File: config.mk
export PLATFORM = sky130hd
export DESIGN_NAME = sdi_ram
export DESIGN_NICKNAME = d
export VERILOG_FILES = /design/src/hdl/sdi_ram.sv
export SDC_FILE = /design/constraint.sdc
export NUM_CORES = 1
export LEC_CHECK = 0
export ABC_CLOCK_PERIOD_IN_PS = 4000
export BUFFER_PORTS_ARGS = -buffer_cell sky130_fd_sc_hd__clkbuf_2
export CORE_MARGIN = 3
export CORE_UTILIZATION = 50
export DETAILED_ROUTE_END_ITERATION = 8
export GPL_TIMING_DRIVEN = 0
export PLACE_DENSITY_LB_ADDON = 0.05
export SLEW_MARGIN = 15
export SYNTH_ARGS = -nofsm -noshare
export SYNTH_HDL_FRONTEND = slang
export SYNTH_SLANG_ARGS = --single-unit
export TNS_END_PERCENT = 30
File: constraint.sdc
create_clock -name clk -period 4 [get_ports clk]
set_input_delay 0.2 -clock clk [delete_from_list [all_inputs] [get_ports clk]]
set_output_delay 0.2 -clock clk [all_outputs]
set_load 0.01 [all_outputs]
File: src/hdl/sdi_ram.sv
// Generic simple dual-port RAM: one write port, one read port, registered read.
// No dependencies.
module sdi_ram #(
  parameter int WIDTH = 8,
  parameter int DEPTH = 16,
  localparam int AW = (DEPTH > 1) ? $clog2(DEPTH) : 1
) (
  input  logic             clk,
  input  logic             we,
  input  logic [AW-1:0]    waddr,
  input  logic [WIDTH-1:0] wdata,
  input  logic [AW-1:0]    raddr,
  output logic [WIDTH-1:0] rdata
);

  logic [WIDTH-1:0] mem [DEPTH];

  always_ff @(posedge clk) begin
    if (we) begin
      mem[waddr] <= wdata;
    end
    rdata <= mem[raddr];
  end

endmodule

After elaboration in Yosys (flattened, before gate mapping)
Memory sizes are Yosys's and may differ from the RTL's. A register that Yosys moved wholly into a read port is not among the register bits.
Cells that the tools add are included.
{"block": "word_totals", "output_inout_bits": 8, "inputBits": 18, "register_bits": 0, "ramBits": 128, "wordCells": 3, "n_memories": 1}
{"block": "op_classes", "muxes": 2}
{"memory": "mem", "words": 16, "width": 8, "read_ports": 1, "rd_clocked_by_memory_dff": 1, "wr": 1, "line_no": "16", "text": "logic [WIDTH-1:0] mem [DEPTH];"}
{"operator": "1-bit two-way mux", "count": 2}

Longest topological paths before layout
{"block": "logic_depth", "word_depth": 2, "depth_mapped": 5, "mapped_depth_nobuf": 3}

Worst setup path after synthesis
Ideal clock, no wire load.
{"block": "synth_path", "kind": "input to register", "from": "input waddr[2]", "to": "memory mem[0][0], enable pin", "path_buffers": 0, "path_stages": 2, "t_arrival_ns": 1.310, "path_slack_ns": 2.307, "setup_time_ns": 0.383, "required_time_ns": 3.617, "path_cell_list": "or3b_2 > nor3_1"}
{"element": "from (decl)", "line_no": "10", "text": "input logic [AW-1:0] waddr,"}
{"element": "to (decl)", "line_no": "16"}
No word-level cell before the write port.

==> summary.md <==
| Metric | Value |
|---|---|
| Outcome | `finished clean` |
| Die X-Extent | `roughly 110 µm` |
| Post-synth EDFFs | `128` |
| Fin. max-slew vios | `0` |
| First-pass GRT wire length | `between 15 and 20 mm` |
| FF-to-FF Start | `mem[2][3]` |
| Ys async rst share | `0%` |
| Clk_skew | `between 0.005 and 0.006 ns` |
| Gr ovfl total | `0` |
| Synth Area in XOR/XNOR | `0%` |
| Setup TNS | `0 ns` |
| # resized after CTS | `0` |
| Mapped Area | `5150 µm²` |
| Main synth FF type | `edfxtp_1` |
| Total CTS buffers | `17` |
| Hold Crit Class | `in -> reg` |
| RSZ-0062 raised after global routing | `no` |
| Reg2reg end | `rdata[3]` |
| CTS tree | `built` |
| Crit path launch | `mem[2][3]` |
| Layout cells sized above 1 | `a little under a third` |
| WP buf/inv | `0` |
| Mapped Cells | `around 230` |
| Slew at the pin closest to its max-slew limit | `between 0.8 and 0.9 ns` |
| Worst Setup Path Type | `reg -> reg` |
| Mean Syn Cell Area | `around 22 µm²` |
| Max-cap viol count | `0` |
| DP Worst Slack | `2.11 ns` |
| Synthesized Nets | `between 200 and 250` |
| First-pass iteration count of the detailed router | `4` |
| Number of stages on the worst setup path | `3` |
| LEAKAGE | `slightly above 0.002 µW` |
| Rows | `36` |
| Reg2Reg Depth | `3` |
| Largest net degree at the start of global routing | `17` |
| Worst-path cell chain | `mux4_1 > a22oi_1 > nand2_1` |
| CP max stage cell | `mux4_1` |
| Initial Util | `between 50% and 60%` |
| Via count | `approximately 2300` |
| RePlAce Congestion | `~0.79` |
| Final core utilization | `between 60% and 70%` |
| Nets | `290` |
| Setup crit end | `rdata[3]` |
| Multiplexer area fraction after synthesis | `roughly 15%` |
| Drt drc | `0` |
| Crit path capture type | `flop` |
| Largest family of logic cells by synthesized area | `multiplexers` |
| R2r setup slk | `around 2.5 ns` |
| Initial antenna violation count | `0` |
| Io pins | `26` |
| Drt via density | `roughly 5.6` |
| Yosys warning count | `0` |
| Setup repair bufs after CTS | `0` |
| Worst skew pair latency | `~0.52 ns` |
| Clock root buffer | `clkbuf_8` |
| Routed length per instance | `between 20 and 25 µm` |
| Sequential cell area fraction in the yosys report | `between 70% and 80%` |
| Slew headroom | `between 40 and 50%` |
| Largest fanout on the critical path | `1` |
| Max clock buf depth | `2` |
| Die height | `around 110 µm` |
| Synth Area in Adders | `0%` |
| CTS Hold Bufs | `0` |
| Final worst setup slack | `2.51 ns` |
| Top delay family on crit path | `multiplexers` |
| Die area | `approximately 12000 µm²` |
| Compound-gate portion of the synthesized area | `2.33%` |
| Synth Register Bits | `between 100 and 150` |
| Core area | `9910 µm²` |
| Htree depth | `4` |
| Vias in the first global route | `about 2500` |
| P&R area growth vs syn | `17.1%` |
| Peak supply drop | `0.285 mV` |
| CTS Sinks | `about 140` |
| Max Fclk | `about 670 MHz` |
| Crit start category | `flop` |
| Antenna-violating nets left | `0` |
| Worst EP required | `4.40 ns` |
| Final setup fails | `0` |
| Drt total wl | `roughly 9.7 mm` |
| Clock Pin Slew Worst Setup and Hold Paths | `around 0.06 ns` |
| IO buf count | `24` |
| Simple-Gate Fraction of Synth Area | `approximately 3.2%` |
| Arr. time, crit path | `about 1.9 ns` |
| Hpwl dp | `around 6.3 mm` |
| Crit share post-route | `between 30 and 40%` |
| Antenna cells | `0` |
| GRT Util Overall | `about a fifth` |
| Endpoints failing hold | `0` |
| CP max stage delay | `about 0.54 ns` |
| Yosys cell types | `19` |
| Min Tclk post-route | `1.49 ns` |
| Drt initial violations | `141` |
| PwrDens | `about 540 nW/µm²` |
==> per-stage QoR <==
stage	cell area [µm²]	total power (µW)	std cells	hold slack, ns
5_1_grt	6030	3340	418	0.138
3_3_place_gp	5430	1780	386	0.589
2_1_floorplan	5150	1710	229	0.299
3_5_place_dp	5450	1790	386	0.591
4_1_cts	6030	3260	418	0.125
6_report	6030	3230	418	0.143
==> sequential cells by signal, summed over array words and instances (netlist names) <==
register / cells
mem: 128
rdata: 8
==> cell usage in the layout, fill, tap and decap left out <==
cell type	instances
clkinv_2	4
buf_6	3
edfxtp_1	128
dfxtp_1	8
clkbuf_8	3
bufinv_16	2
clkbuf_16	16
clkbuf_2	24
clkinvlp_4	1
a22oi_1	16
buf_2	3
mux4_1	14
mux4_2	18
clkinv_4	3
nor3_2	4
and2_1	1
inv_6	1
nor2b_1	1
and2b_1	1
clkbuf_1	2
or3b_2	1
nand2_1	9
buf_4	1
nand3b_1	2
nand3_1	1
nand2b_1	2
clkdlybuf4s25_2	3
nor2_1	13
==> synthesized netlist by cell type, types with 2 or more instances <==
| master | instances | area (µm²) |
|---|---|---|
| mux4_2 | 18 | 405 |
| clkdlybuf4s25_2 | 3 | 30.0 |
| buf_6 | 3 | 33.8 |
| edfxtp_1 | 128 | 3840 |
| nor2_1 | 13 | 48.8 |
| dfxtp_1 | 8 | 160 |
| nand2_1 | 9 | 33.8 |
| a22oi_1 | 16 | 120 |
| mux4_1 | 14 | 368 |
| nor3_1 | 4 | 20.0 |
| nand3b_1 | 2 | 15.0 |
| nand2b_1 | 2 | 12.5 |
| buf_2 | 3 | 15.0 |
==> how the worst min path moves through the flow <==
stage                        start         end  cells after the start
after CTS                 wdata[4]   mem[1][4]                      1
after global placement    rdata[7]    rdata[7]                      1
after floorplan           wdata[0]   mem[0][0]                      0
after global routing      wdata[4]   mem[0][4]                      1
after detailed placement  rdata[7]    rdata[7]                      1
final                     wdata[5]  mem[10][5]                      1
==> power breakdown <==
| group | switching (µW) | leakage (µW) | internal (µW) |
|---|---|---|---|
| Combinational | 90.3 | 0.000523 | 63.0 |
| Sequential | 8.09 | 0.00122 | 1590 |
| Clock | 556 | 0.000282 | 919 |
| Total | 654 | 0.00203 | 2580 |
==> cells by family after synthesis <==
family | count (synthesis)
compound gates | 16
buf+inv | 10
flops | 136
mux | 32
simple gates | 35
==> final cells by class <==
| cell class | count | area, µm² |
|---|---|---|
| plain buffers | 10 | 86.3 |
| flip-flops and latches | 136 | 4000 |
| repair buffers | 24 | 120 |
| multi-input cells | 83 | 1080 |
| well taps | 133 | 166 |
| clock inverters | 11 | 123 |
| clock buffers | 21 | 449 |
| fillers | 732 | 3880 |
==> metal layers <==
metal,vias up,GRT usage [%],routed length (µm)
li1,1062,-,-
met1,1210,27.1,4360
met2,64,28.6,4720
met3,10,5.64,500
met4,0,7.03,106
met5,-,0,0
Note: power is estimated with default switching activity, not from simulation.
